<file path="src/design/keypad_scan_debounce_i2c_expander_unit_assert.svh">
// Assertion macros shared by the keypad scanner RTL.
`ifndef KEYPAD_SCAN_DEBOUNCE_I2C_EXPANDER_UNIT_ASSERT_SVH
`define KEYPAD_SCAN_DEBOUNCE_I2C_EXPANDER_UNIT_ASSERT_SVH

`ifndef SYNTHESIS

// Check a condition at every clock edge outside reset.
`define KPD_ASSERT_ALWAYS(lbl, clk, rst, cond) \
   lbl: assert property (@(posedge clk) disable iff (rst) (cond)) \
      else $error("assertion failed");

// Check that a condition in one cycle implies another in the next.
`define KPD_ASSERT_NEXT(lbl, clk, rst, ante, cons) \
   lbl: assert property (@(posedge clk) disable iff (rst) (ante) |=> (cons)) \
      else $error("assertion failed");

`else

`define KPD_ASSERT_ALWAYS(lbl, clk, rst, cond)
`define KPD_ASSERT_NEXT(lbl, clk, rst, ante, cons)

`endif

`endif

</file>
<file path="src/design/kpdscan_pkg.sv">
`timescale 1ns / 1ps

package kpdscan_pkg;

   localparam int DEFAULT_ROWS = 6;
   localparam int DEFAULT_COLS = 8;

   localparam int OP_W      = 3;
   localparam int BYTE_W    = 8;
   localparam int ROW_IDX_W = 3;
   localparam int REQ_W     = 2 * BYTE_W;
   localparam int RSP_FIELDS_W = 5 * BYTE_W + ROW_IDX_W;
   localparam int RSP_W     = ((RSP_FIELDS_W + 7) / 8) * 8;

   localparam logic [BYTE_W-1:0] LIMIT_RESET = 8'd40;
   localparam logic [BYTE_W-1:0] READ_PAD    = 8'hFF;

   localparam logic [OP_W-1:0] OP_SCAN  = 3'd0;
   localparam logic [OP_W-1:0] OP_WADDR = 3'd1;
   localparam logic [OP_W-1:0] OP_WBYTE = 3'd2;
   localparam logic [OP_W-1:0] OP_RADDR = 3'd3;
   localparam logic [OP_W-1:0] OP_RBYTE = 3'd4;

   typedef struct packed {
      logic [BYTE_W-1:0]    row_state;
      logic [ROW_IDX_W-1:0] row_index;
      logic [BYTE_W-1:0]    row_drive;
      logic [BYTE_W-1:0]    read_byte;
      logic [BYTE_W-1:0]    port_d;
      logic [BYTE_W-1:0]    port_b;
   } rsp_type;

endpackage

</file>
<file path="src/design/kpdscan_skid.sv">
`timescale 1ns / 1ps

`include "keypad_scan_debounce_i2c_expander_unit_assert.svh"

module kpdscan_skid import kpdscan_pkg::*; #(
   parameter int WIDTH = RSP_W
) (
   input  logic             clock,
   input  logic             reset,
   input  logic             in_valid,
   output logic             in_ready,
   input  logic [WIDTH-1:0] in_data,
   output logic             out_valid,
   input  logic             out_ready,
   output logic [WIDTH-1:0] out_data
);

   logic [1:0]       count_ff, count_in;
   logic [WIDTH-1:0] slot0_ff, slot0_in;
   logic [WIDTH-1:0] slot1_ff, slot1_in;
   logic             push, pop;

   assign in_ready  = (count_ff != 2'd2);
   assign out_valid = (count_ff != 2'd0);
   assign out_data  = slot0_ff;
   assign push      = in_valid && in_ready;
   assign pop       = out_valid && out_ready;

   always_comb begin
      count_in = count_ff;
      slot0_in = slot0_ff;
      slot1_in = slot1_ff;
      if (push && pop) begin
         if (count_ff == 2'd1) begin
            slot0_in = in_data;
         end else begin
            slot0_in = slot1_ff;
            slot1_in = in_data;
         end
      end else if (pop) begin
         slot0_in = slot1_ff;
         count_in = count_ff - 2'd1;
      end else if (push) begin
         if (count_ff == 2'd0) begin
            slot0_in = in_data;
         end else begin
            slot1_in = in_data;
         end
         count_in = count_ff + 2'd1;
      end
   end

   always_ff @(posedge clock) begin
      if (reset) begin
         count_ff <= 2'd0;
      end else begin
         count_ff <= count_in;
      end
      slot0_ff <= slot0_in;
      slot1_ff <= slot1_in;
   end

   `KPD_ASSERT_ALWAYS(a_count_range, clock, reset, count_ff != 2'd3)
   `KPD_ASSERT_NEXT(a_full_holds, clock, reset, count_ff == 2'd2 && !out_ready,
                    count_ff == 2'd2)
   `KPD_ASSERT_NEXT(a_pop_drains, clock, reset, pop && !push,
                    count_ff == $past(count_ff) - 2'd1)

endmodule

</file>
<file path="src/design/keypad_scan_debounce_i2c_expander_unit.sv">
`timescale 1ns / 1ps
// Keypad matrix scanner and debouncer with a byte-wide register front.
// Input channel req_*: one beat per event. req_tuser carries the operation
// (scan tick, write address, write byte, read address, read byte); req_tdata
// carries the sampled column bits and the bus data byte.
// Result channel rsp_*: exactly one beat per accepted input beat, in order,
// carrying both output ports, the read byte, the row drive pattern, the
// scanned row and the debounced row byte.
// Each beat is processed in the cycle it is accepted; its result is
// registered. One beat per cycle is sustained while rsp_tready is high, set
// by the single pass through the key counter update and the two-entry
// output buffer. csr_we/csr_wdata load the debounce limit; write it only
// while idle. Reset (synchronous) clears all key counters, debounced rows,
// row and bus pointers and both ports, and loads the limit with 40.
// When rsp_tready is low the output buffer holds up to two results;
// req_tready drops once both entries are occupied and rises as soon as one
// is taken.

`include "keypad_scan_debounce_i2c_expander_unit_assert.svh"

module keypad_scan_debounce_i2c_expander_unit import kpdscan_pkg::*; #(
   parameter int ROWS = DEFAULT_ROWS,
   parameter int COLS = DEFAULT_COLS
) (
   input  logic              clock,
   input  logic              reset,
   input  logic              req_tvalid,
   output logic              req_tready,
   // [7:0] column_bits, [15:8] data_byte
   input  logic [REQ_W-1:0]  req_tdata,
   // [2:0] operation
   input  logic [OP_W-1:0]   req_tuser,
   output logic              rsp_tvalid,
   input  logic              rsp_tready,
   // [7:0] port_b, [15:8] port_d, [23:16] read_byte, [31:24] row_drive,
   // [34:32] row_index, [42:35] row_state, [47:43] zero
   output logic [RSP_W-1:0]  rsp_tdata,
   input  logic              csr_we,
   input  logic [BYTE_W-1:0] csr_wdata
);

   localparam int RIDX_W = (ROWS > 1) ? $clog2(ROWS) : 1;
   localparam int RD_W   = $clog2(ROWS + 1);

   logic [BYTE_W-1:0] limit_ff;
   logic [RIDX_W-1:0] scan_row_ff, scan_row_in;
   logic [COLS-1:0][BYTE_W-1:0] cnt_ff [ROWS];
   logic [BYTE_W-1:0] cnt_row_in [COLS];
   logic [BYTE_W-1:0] deb_ff [ROWS];
   logic              write_index_ff, write_index_in;
   logic [RD_W-1:0]   read_index_ff, read_index_in;
   logic [BYTE_W-1:0] port_b_ff, port_b_in;
   logic [BYTE_W-1:0] port_d_ff, port_d_in;

   logic [RIDX_W-1:0] row_next;
   logic [BYTE_W-1:0] row_bits;
   logic              req_accept;
   logic              scan_we;
   logic [COLS-1:0]   col_in;
   logic [BYTE_W-1:0] data_in;
   rsp_type           rsp;
   logic [RSP_W-1:0]  rsp_vec;
   logic              buf_ready;

   assign req_tready = buf_ready;
   assign req_accept = req_tvalid && buf_ready;
   assign col_in     = req_tdata[COLS-1:0];
   assign data_in    = req_tdata[2*BYTE_W-1:BYTE_W];
   assign row_next   = (scan_row_ff == RIDX_W'(ROWS - 1)) ? '0 : scan_row_ff + 1'b1;

   // per-column debounce of the next row
   always_comb begin
      row_bits = '0;
      for (int c = 0; c < COLS; c++) begin
         cnt_row_in[c] = cnt_ff[row_next][c];
         if (col_in[c]) begin
            if (cnt_ff[row_next][c] < limit_ff) begin
               cnt_row_in[c] = cnt_ff[row_next][c] + 1'b1;
            end else begin
               row_bits[c] = 1'b1;
            end
         end else begin
            cnt_row_in[c] = '0;
         end
      end
   end

   always_comb begin
      scan_row_in    = scan_row_ff;
      write_index_in = write_index_ff;
      read_index_in  = read_index_ff;
      port_b_in      = port_b_ff;
      port_d_in      = port_d_ff;
      scan_we        = 1'b0;
      rsp.read_byte  = '0;
      rsp.row_state  = '0;
      unique case (req_tuser)
         OP_SCAN: begin
            scan_we       = req_accept;
            scan_row_in   = row_next;
            rsp.row_state = row_bits;
         end
         OP_WADDR: begin
            write_index_in = 1'b0;
         end
         OP_WBYTE: begin
            write_index_in = !write_index_ff;
            if (!write_index_ff) begin
               port_b_in = data_in;
            end else begin
               port_d_in = data_in;
            end
         end
         OP_RADDR: begin
            read_index_in = RD_W'(1);
            rsp.read_byte = deb_ff[0];
         end
         OP_RBYTE: begin
            if (read_index_ff >= RD_W'(ROWS)) begin
               rsp.read_byte = READ_PAD;
            end else begin
               rsp.read_byte = deb_ff[read_index_ff[RIDX_W-1:0]];
               read_index_in = read_index_ff + 1'b1;
            end
         end
         default: begin
         end
      endcase
      rsp.port_b    = port_b_in;
      rsp.port_d    = port_d_in;
      rsp.row_index = ROW_IDX_W'(scan_row_in);
      rsp.row_drive = BYTE_W'(1) << (ROW_IDX_W'(scan_row_in) + 3'd2);
   end

   assign rsp_vec = RSP_W'(rsp);

   always_ff @(posedge clock) begin
      if (reset) begin
         limit_ff       <= LIMIT_RESET;
         scan_row_ff    <= '0;
         write_index_ff <= 1'b0;
         read_index_ff  <= '0;
         port_b_ff      <= '0;
         port_d_ff      <= '0;
         for (int r = 0; r < ROWS; r++) begin
            deb_ff[r] <= '0;
            for (int c = 0; c < COLS; c++) begin
               cnt_ff[r][c] <= '0;
            end
         end
      end else begin
         if (csr_we) begin
            limit_ff <= csr_wdata;
         end
         if (req_accept) begin
            scan_row_ff    <= scan_row_in;
            write_index_ff <= write_index_in;
            read_index_ff  <= read_index_in;
            port_b_ff      <= port_b_in;
            port_d_ff      <= port_d_in;
         end
         if (scan_we) begin
            deb_ff[row_next] <= row_bits;
            for (int c = 0; c < COLS; c++) begin
               cnt_ff[row_next][c] <= cnt_row_in[c];
            end
         end
      end
   end

   kpdscan_skid #(
      .WIDTH(RSP_W)
   ) u_skid (
      .clock    (clock),
      .reset    (reset),
      .in_valid (req_tvalid),
      .in_ready (buf_ready),
      .in_data  (rsp_vec),
      .out_valid(rsp_tvalid),
      .out_ready(rsp_tready),
      .out_data (rsp_tdata)
   );

   `KPD_ASSERT_ALWAYS(a_row_range, clock, reset, scan_row_ff <= RIDX_W'(ROWS - 1))
   `KPD_ASSERT_ALWAYS(a_read_range, clock, reset, read_index_ff <= RD_W'(ROWS))
   `KPD_ASSERT_NEXT(a_wbyte_toggle, clock, reset, req_accept && req_tuser == OP_WBYTE,
                    write_index_ff != $past(write_index_ff))
   `KPD_ASSERT_NEXT(a_raddr_rewind, clock, reset, req_accept && req_tuser == OP_RADDR,
                    read_index_ff == RD_W'(1))

endmodule
</file>
<file path="config.mk">
export PLATFORM = sky130hd
export DESIGN_NAME = keypad_scan_debounce_i2c_expander_unit
export DESIGN_NICKNAME = d
export VERILOG_FILES = /design/src/design/kpdscan_pkg.sv /design/src/design/kpdscan_skid.sv /design/src/design/keypad_scan_debounce_i2c_expander_unit.sv
export VERILOG_INCLUDE_DIRS = /design/src /design/src/design
export SDC_FILE = /design/constraint.sdc
export NUM_CORES = 1
export LEC_CHECK = 0
export ABC_AREA = 1
export BUFFER_PORTS_ARGS = -buffer_cell sky130_fd_sc_hd__buf_4
export CAP_MARGIN = 20
export CORE_UTILIZATION = 40
export DETAILED_ROUTE_END_ITERATION = 10
export GPL_TIMING_DRIVEN = 0
export PLACE_DENSITY = 0.64
export SLEW_MARGIN = 25
export SYNTH_ARGS = -nofsm -noshare
export SYNTH_HDL_FRONTEND = slang
export SYNTH_HIERARCHICAL = 1
export SYNTH_SLANG_ARGS = --single-unit
export TNS_END_PERCENT = 1
</file>
<file path="constraint.sdc">
create_clock -name clock -period 7.59 [get_ports clock]
set_input_delay 0 -clock clock [delete_from_list [all_inputs] [get_ports clock]]
set_output_delay 0 -clock clock [all_outputs]
set_load 0.1 [all_outputs]
</file>
* Word-level counts from Yosys, hierarchy flattened
Memory sizes are Yosys's and may differ from the RTL's. A register that Yosys moved wholly into a read port is not among the register bits. Cells that the tools add are included.
Word-level totals: flip-flop bits (word level) 129, word-level logic and storage cells 136, bits in writable memories 432, output and inout bits 50, memories 2, bits of input ports 32
Cells by class: $add $sub $neg 13, reduce and logical (&&, ||, !) cells 20, eq/ne operators 11, mux-type cells 70, shift-type cells 1, $lt $le $gt $ge 9, bitwise logic cells 1
Memories:
- cnt_ff | depth 6, width 64, read ports 1, clocked after memory_dff 0, wr ports 6, RTL line keypad_scan_debounce_i2c_expander_unit.sv:47 | logic [COLS-1:0][BYTE_W-1:0] cnt_ff [ROWS];
- deb_ff | depth 6, width 8, read ports 2, clocked after memory_dff 1, wr ports 6, RTL line keypad_scan_debounce_i2c_expander_unit.sv:49 | logic [BYTE_W-1:0] deb_ff [ROWS];
Operators with widths (number):
- 2-to-1 mux 48 bit | 10
- 2-to-1 mux 8 bit | 23
- adder 8 x 1 -> 8 bit, second input constant | 8
- less-than comparator 8 bit | 8
- 2-to-1 mux 64 bit | 1
- OR reduction 64 bit | 1
- 2-to-1 mux 1 bit | 24
- 2-to-1 mux 3 bit | 7
- one-hot mux 8 bit (2 select lines) | 1
- nonzero test 2 bit | 5
- != test 2 bit, second input constant | 4
- OR reduction 8 bit | 1
- left shift 1 x 3 -> 8 bit, first input constant | 1
- adder 3 x 1 -> 3 bit, second input constant | 2
- equality test 3 x 2 -> 1 bit, second input constant | 2
- equality test 3 bit, second input constant | 2
- one-hot mux 3 bit (2 select lines) | 1
- AND reduction 2 bit | 3
- nonzero test 3 bit | 2
- 2-to-1 mux 2 bit | 2
- AND reduction 4 bit | 1
- adder 3 x 2 -> 3 bit, second input constant | 1
- equality test 3 x 1 -> 1 bit, second input constant | 1
- greater-or-equal comparator 3 bit, second input constant | 1
- other kinds (11) | 13

* Logic depth before layout (Yosys ltp)
Gate-level depths: netlist of the first run. An unclocked memory read counts as a cell.
word-level depth 11, gate-level depth with buffers 23, gate-level depth less buffers 20

* Hierarchy
Netlist of the first run, hierarchy kept.
Modules (own cells, without submodules):
- keypad_scan_debounce_i2c_expander_unit | cells an instance 3578, instances 1, seq. area each 17977.2 sq um, area an instance 31828.0 sq um
- kpdscan_skid | cells an instance 542, instances 1, seq. area each 2922.8 sq um, area an instance 4979.8 sq um

* Least setup slack after synthesis of the first run
Ideal clock, no wire load.
path type reg2reg, from register u_skid.count_ff[0], to register u_skid.slot1_ff[0], enable pin, cell stages (with the launch flop) 11, clock period less this slack 5.995 ns, arrival time 5.468 ns, setup slack 1.595 ns, path through dfxtp_1 > inv_1 > ha_1 > inv_1 > nand2_1 > inv_1 > ha_1 > clkbuf_2 > inv_2 > buf_4 > a21boi_0
On the way: longest elaborated chain between the ends 5, elaborated cells on any way between the ends 12, classes of those cells eq/ne (5); reduce/logical (7)
RTL lines:
- from (decl) | RTL line kpdscan_skid.sv:18 | logic [1:0] count_ff, count_in;
- from (signal assigned) | RTL line kpdscan_skid.sv:57 | count_ff <= count_in;
- != test 2 bit * | RTL line kpdscan_skid.sv:23 | assign in_ready = (count_ff != 2'd2);
- named net req_tready | RTL line keypad_scan_debounce_i2c_expander_unit.sv:28 | output logic req_tready,
- logical AND 1 bit * | RTL line kpdscan_skid.sv:26 | assign push = in_valid && in_ready;
- logical AND 1 bit | RTL line kpdscan_skid.sv:33 | if (push && pop) begin
- != test 2 bit (no line) (tied with other cells)
- AND reduction 4 bit (no line) *
- to (signal assigned) | RTL line kpdscan_skid.sv:60 | slot1_ff <= slot1_in;
- to (decl) | RTL line kpdscan_skid.sv:20 | logic [WIDTH-1:0] slot1_ff, slot1_in;
The timed path passes the listed nets; every way through them passes the cells marked *. A chain may end at the register's enable or synchronous reset.

==> results.cfg, run 1 <==
[placed_design]
place_congestion = 0.927
post_dp_cell_area_sq_um = 39600
hpwl_um = 85800
port_buffers = 73

[die]
io_pins = 82
die_x_um = 305
die_y_um = 305
coreArea_sq_um = 90600
start_util = 0.406
die-area_sq_um = 93200
fp-row-count = 110

[timing]
hold_ws_ns = 0.158
clock_skew_ns = 0.0329
max_slew_margin = 0.169
finalCriticalPeriod_ns = 5.87
tightest_slew_ns = 1.25
rsz0062_at_grt = no
drv_slew = 0
period_share = 0.774
finalSetupViolCount = 0
clock.fmax_mhz = 170
finalHoldViolations = 0

[logic_synthesis]
syn_avg_cell_area_sq_um = 8.93
async_flop_share = 0
synthTopCellsByCount = nand2_1 (943), nor2_1 (820), edfxtp_1 (672), inv_1 (416), nand3_1 (252)
synth_top_area_share = 0.548
synth_ff_type = edfxtp_1
synth-edff-count = 672
ys_top_cells_by_area = edfxtp_1 (55%), nand2_1 (9.6%), nor2_1 (8.4%)
synth_compound_area_frac = 0.0629
synth_seq_area_share = 0.568
synth_simple_gate_area_share = 0.264
yosys.area.top_type = edfxtp_1
synth_top_family_by_area = simple AND/OR/NAND/NOR gates
netlist_area_sq_um = 36800
yosysWarnings = 6
syn-instance-count = 4120
synth.mux.area_fraction = 0
ys_types = 40
yosys.area_share.xor_xnor = 0.00595
synthAdderAreaFrac = 0.0241
synth_most_common_cell = nand2_1
synth_seq_cells = 708

[global_route]
grt_overflow_total = 0
track_usage = 0.282
antenna_found_initial = 6
grt_pass1_wl_um = 190000
grt_pass1_vias = 28600
grt_max_degree = 37

[clocking]
ctsResizeCount = 0
cts_htree_levels = 3
clockBufferDepth = 3
tritoncts = done
cts_root_buf = clkbuf_16
path_clk_slew_ns = 0.06
clock_latency_ns = 0.66
cts_sinks = 708
cts_made_buffers = 80

[power_and_ir_drop]
leakagePower_nw = 18.3
total_power_w = 0.0129
ir_drop_v = 0.000189
power_density_nw_per_um2 = 302

[outcome]
status = finished clean

[drt]
wirelength_um = 133000
wl_per_cell_um = 23.6
drtIter0Drc = 4298
first_pass_iters = 6
ant_nets = 0
vias = 30900
drc = 0
post_drt_via_cell_ratio = 5.47

[worst_setup_path]
arrival_ns = 6.27
slowest_stage = nand2_1
crit_path_cell_trace = buf_2 > nand2_4 > nand3_2 > clkbuf_1 > nand2_1 > nor2_1 > nor3_2 > ha_1 > nand2_1 > nor2_1 > a211oi_2 > nand2_2 > nand2_1 > nor2_1 > inv_1 > nand2_1 > o211ai_1 > nand2_1
path_class = flop to flop
cp_common_cell = nand2_1
cp-start-kind = flop
cp-end-kind = flop
cp.required_ns = 7.99
path_delay_family = simple AND/OR/NAND/NOR gates
crit_buf_inv = 3
path_max_fanout = 10
max_stage_delay_ns = 0.80

[finish]
fin_area_sq_um = 42600
nFillCells = 8613
areaGrowthSynthToFinish_pct = 15.8
final_layout_size_suffix_gt1_frac = 0.127
nets = 4517

[min_path]
hold_path_class = input pin to flop

[flow_run]
cap_violations = 0
-- final timing paths --
kind	startpoint	endpoint	slack (ns)	cells after the start
max	scan_row_ff[2]$_SDFFE_PP0P_	u_skid/out_data[41]$_DFFE_PP_	1.72	18
max reg2reg	scan_row_ff[2]$_SDFFE_PP0P_	u_skid/out_data[41]$_DFFE_PP_	1.72	18
min	req_tdata[7]	cnt_ff[4][60]$_SDFFCE_PN0P_	0.16	3
min reg2reg	read_index_ff[2]$_SDFFE_PP0P_	read_index_ff[2]$_SDFFE_PP0P_	0.48	1
-- sequential cells by signal (all words and copies together), names as in the netlist, named ones only --
name / count
deb_ff: 64
cnt_ff: 512
port_b_ff: 8
limit_ff: 8
u_skid/count_ff: 2
scan_row_ff: 3
u_skid/out_data: 48
read_index_ff: 3
u_skid/slot1_ff: 48
write_index_ff: 1
port_d_ff: 8
-- cell type report --
type / instances / area, sq um / area share
repair buffers: 131 / 1340 / 0.0315
clock inverters: 30 / 347 / 0.00813
multi-input cells: 2859 / 13600 / 0.318
inverters: 426 / 1600 / 0.0376
well taps: 1176 / 1470 / 0.0345
flip-flops and latches: 708 / 20900 / 0.490
diodes: 1 / 2.50 / 0.0000587
clock buffers: 114 / 2230 / 0.0524
plain buffers: 208 / 1170 / 0.0274
-- repair_timing --
action	4_1_cts	5_1_grt
endpoints found under the hold margin	352	0
buffers inserted	0	0
hold buffers	42	0
-- per-stage QoR --
stage               worst slack [ns]  setup TNS, ns  instances  utilization
floorplan                       1.60              0       4201            -
global placement               -1.85        -124.48       5450        0.432
detailed placement              1.94              0       5466        0.438
CTS                             1.92              0       5652        0.471
global route                    1.66              0       5652        0.471
finish                          1.72              0       5653        0.471
-- cell usage in the layout (no fill, tap or decap), types with 11 or more instances in the layout --
cell,n
nand2_1,937
nor2_1,819
edfxtp_1,672
inv_1,416
nand3_1,252
o21ai_0,213
buf_4,97
a21oi_1,91
clkbuf_1,87
clkbuf_16,84
conb_1,82
buf_2,72
ha_1,71
nand3_2,66
nor2_2,62
o21ai_1,55
or2_2,48
o211ai_1,48
dlygate4sd3_1,42
dfxtp_1,36
buf_6,26
xor2_1,25
nand2_2,21
buf_1,16
nor3_1,12
clkinv_1,12
clkbuf_2,11
-- metal layers --
metal | GRT usage | vias to the layer above | wire length (um)
li1 | - | 14000 | -
met1 | 0.362 | 14600 | 50200
met2 | 0.436 | 1946 | 58800
met3 | 0.0724 | 410 | 16200
met4 | 0.154 | 8 | 8050
met5 | 0 | - | 54
-- worst min-delay path: cells and delay by family --
kind	cells	cell delay, ns
buffers and inverters	1	0.31
AND/OR/NAND/NOR	2	0.33
-- cells by family after synthesis --
family / count (synthesis)
AO/OA/AOI/OAI: 427
XOR/XNOR: 25
adder cells (fa/ha/maj): 71
buffers and inverters: 634
flip-flops: 708
other: 1
AND/OR/NAND/NOR: 2254
-- report_power, final --
group	total [W]	switching, W	internal [W]	leakage (nW)
Clock	0.00393	0.00164	0.00229	1.24
Sequential	0.00494	0.000120	0.00482	7.09
Combinational	0.00402	0.00305	0.000965	9.94
Total	0.0129	0.00482	0.00807	18.3
Note: power is estimated with default switching activity, not from simulation.
==> inputs of run 2 (changes only) <==
clock period = 5.9 ns   (was 7.59 ns; I/O delays follow)
==> results.cfg, run 2 (synthesized netlist as in run 1, its figures left out) <==
[worst_setup_path]
path_class = flop to flop
path_max_fanout = 10
crit_path_cell_trace = buf_2 > nand2_4 > nand3_2 > clkbuf_1 > nand2_1 > nor2_1 > nor3_2 > ha_1 > nand2_1 > nor2_1 > a211oi_2 > nand2_2 > nand2_1 > nor2_1 > inv_1 > nand2_1 > o211ai_1 > nand2_1
cp_common_cell = nand2_1
arrival_ns = 6.05
cp-start-kind = flop
cp-end-kind = flop
slowest_stage = nand2_1
max_stage_delay_ns = 0.73
cp.required_ns = 6.27
r2r_slack_ns = 0.22

[drt]
first_pass_iters = 6
drtIter0Drc = 4001
wl_per_cell_um = 23.4
post_drt_via_cell_ratio = 5.45
wirelength_um = 132000
drc = 0
ant_nets = 0
vias = 30800

[timing]
clock.fmax_mhz = 176
tightest_slew_ns = 1.21
finalCriticalPeriod_ns = 5.68
timing.final.ws_setup_ns = 0.220
period_share = 0.963
drv_slew = 0
finalSetupViolCount = 0
rsz0062_at_grt = no
finalHoldViolations = 0
max_slew_margin = 0.192
clock_skew_ns = 0.0438

[placed_design]
port_buffers = 73
hpwl_um = 86100
placed_cells = 5470
post_dp_cell_area_sq_um = 39700
place_congestion = 0.943
place_worst_setup_slack_ns = 0.502

[finish]
areaGrowthSynthToFinish_pct = 16.3
regMostFlops = cnt_ff
mostFrequentLayoutCells = nand2_1 (937), nor2_1 (819), edfxtp_1 (672), inv_1 (416), nand3_1 (252)
reg_top3 = cnt_ff x512, deb_ff x64
nets = 4520
final_common_cell = nand2_1
fin_area_sq_um = 42800
final_layout_size_suffix_gt1_frac = 0.131
largest_reg_flops = 512
layout.cells.non_filler = 5663

[outcome]
status = finished clean

[die]
coreArea_sq_um = 90600
start_util = 0.406
die_y_um = 305
fp-row-count = 110
io_pins = 82
die-area_sq_um = 93200
die_x_um = 305

[clocking]
cts_made_buffers = 79
cts_root_buf = clkbuf_16
clockBufferDepth = 3
clock_latency_ns = 0.67
cts_sinks = 708
ctsResizeCount = 0
cts_htree_levels = 3
path_clk_slew_ns = 0.06
tritoncts = done

[power_and_ir_drop]
ir_drop_v = 0.000258
total_power_w = 0.0166
leakagePower_nw = 18.4
power_density_nw_per_um2 = 388

[global_route]
grt_pass1_wl_um = 188000
grt_pass1_vias = 28400
track_usage = 0.279
antenna_found_initial = 4
grt_max_degree = 35
grt_overflow_total = 0

[flow_run]
cap_violations = 0

[min_path]
hold_path_class = input pin to flop
==> run 2: final cells by class <==
type	count	area (sq um)
Fill cell	8515	47800
Timing Repair Buffer	135	1440
Clock buffer	97	2140
Multi-Input combinational cell	2859	13600
Sequential cell	708	20900
Inverter	426	1600
Antenna cell	6	15.0
Buffer	208	1170
Tap cell	1176	1470
Clock inverter	48	490
==> run 2: power breakdown <==
part | internal (W) | leakage (nW) | total, W | switching (W)
registers | 0.00620 | 7.09 | 0.00635 | 0.000150
logic | 0.00124 | 9.98 | 0.00516 | 0.00392
clock network | 0.00297 | 1.29 | 0.00508 | 0.00211
==> run 2: what timing repair did <==
item / in CTS / in global routing
hold buffers: 42 / 0
hold endpoints to repair: 386 / 0
buffers inserted: 0 / 0
==> run 2: layer usage <==
layer | vias to the layer above | share of wire | track usage
met5 | - | 0 | 0
met4 | 0 | 0.061 | 0.154
met3 | 395 | 0.13 | 0.0762
met2 | 1936 | 0.43 | 0.423
met1 | 14500 | 0.38 | 0.361
li1 | 14000 | - | -
==> run 2: final timing paths <==
kind	startpoint	cells after the start	endpoint
worst max-delay path	scan_row_ff[2]$_SDFFE_PP0P_	18	u_skid/out_data[41]$_DFFE_PP_
worst max register to register	scan_row_ff[2]$_SDFFE_PP0P_	18	u_skid/out_data[41]$_DFFE_PP_
worst min register to register	read_index_ff[2]$_SDFFE_PP0P_	1	flop
worst min-delay path	req_tdata[7]	3	cnt_ff[2][57]$_SDFFCE_PN0P_
==> run 2: critical path, delay by kind of cell (launching register included) <==
| family | cells | cell delay [ns] |
|---|---|---|
| AOI/OAI and AO/OA | 2 | 0.63 |
| and+or+nand+nor | 12 | 3.28 |
| buffers and inverters | 3 | 0.78 |
| DFF | 1 | 0.29 |
| adders and majority gates | 1 | 0.39 |
==> run 2: metrics by stage <==
stage	setup TNS (ns)	hold WS, ns	utilization
after CTS	0	0.104	0.472
after detailed placement	0	0.249	0.439
after global placement	-591.15	0.236	0.432
after global routing	0	0.178	0.472
final	0	0.135	0.473
after floorplan	0	0.116	-
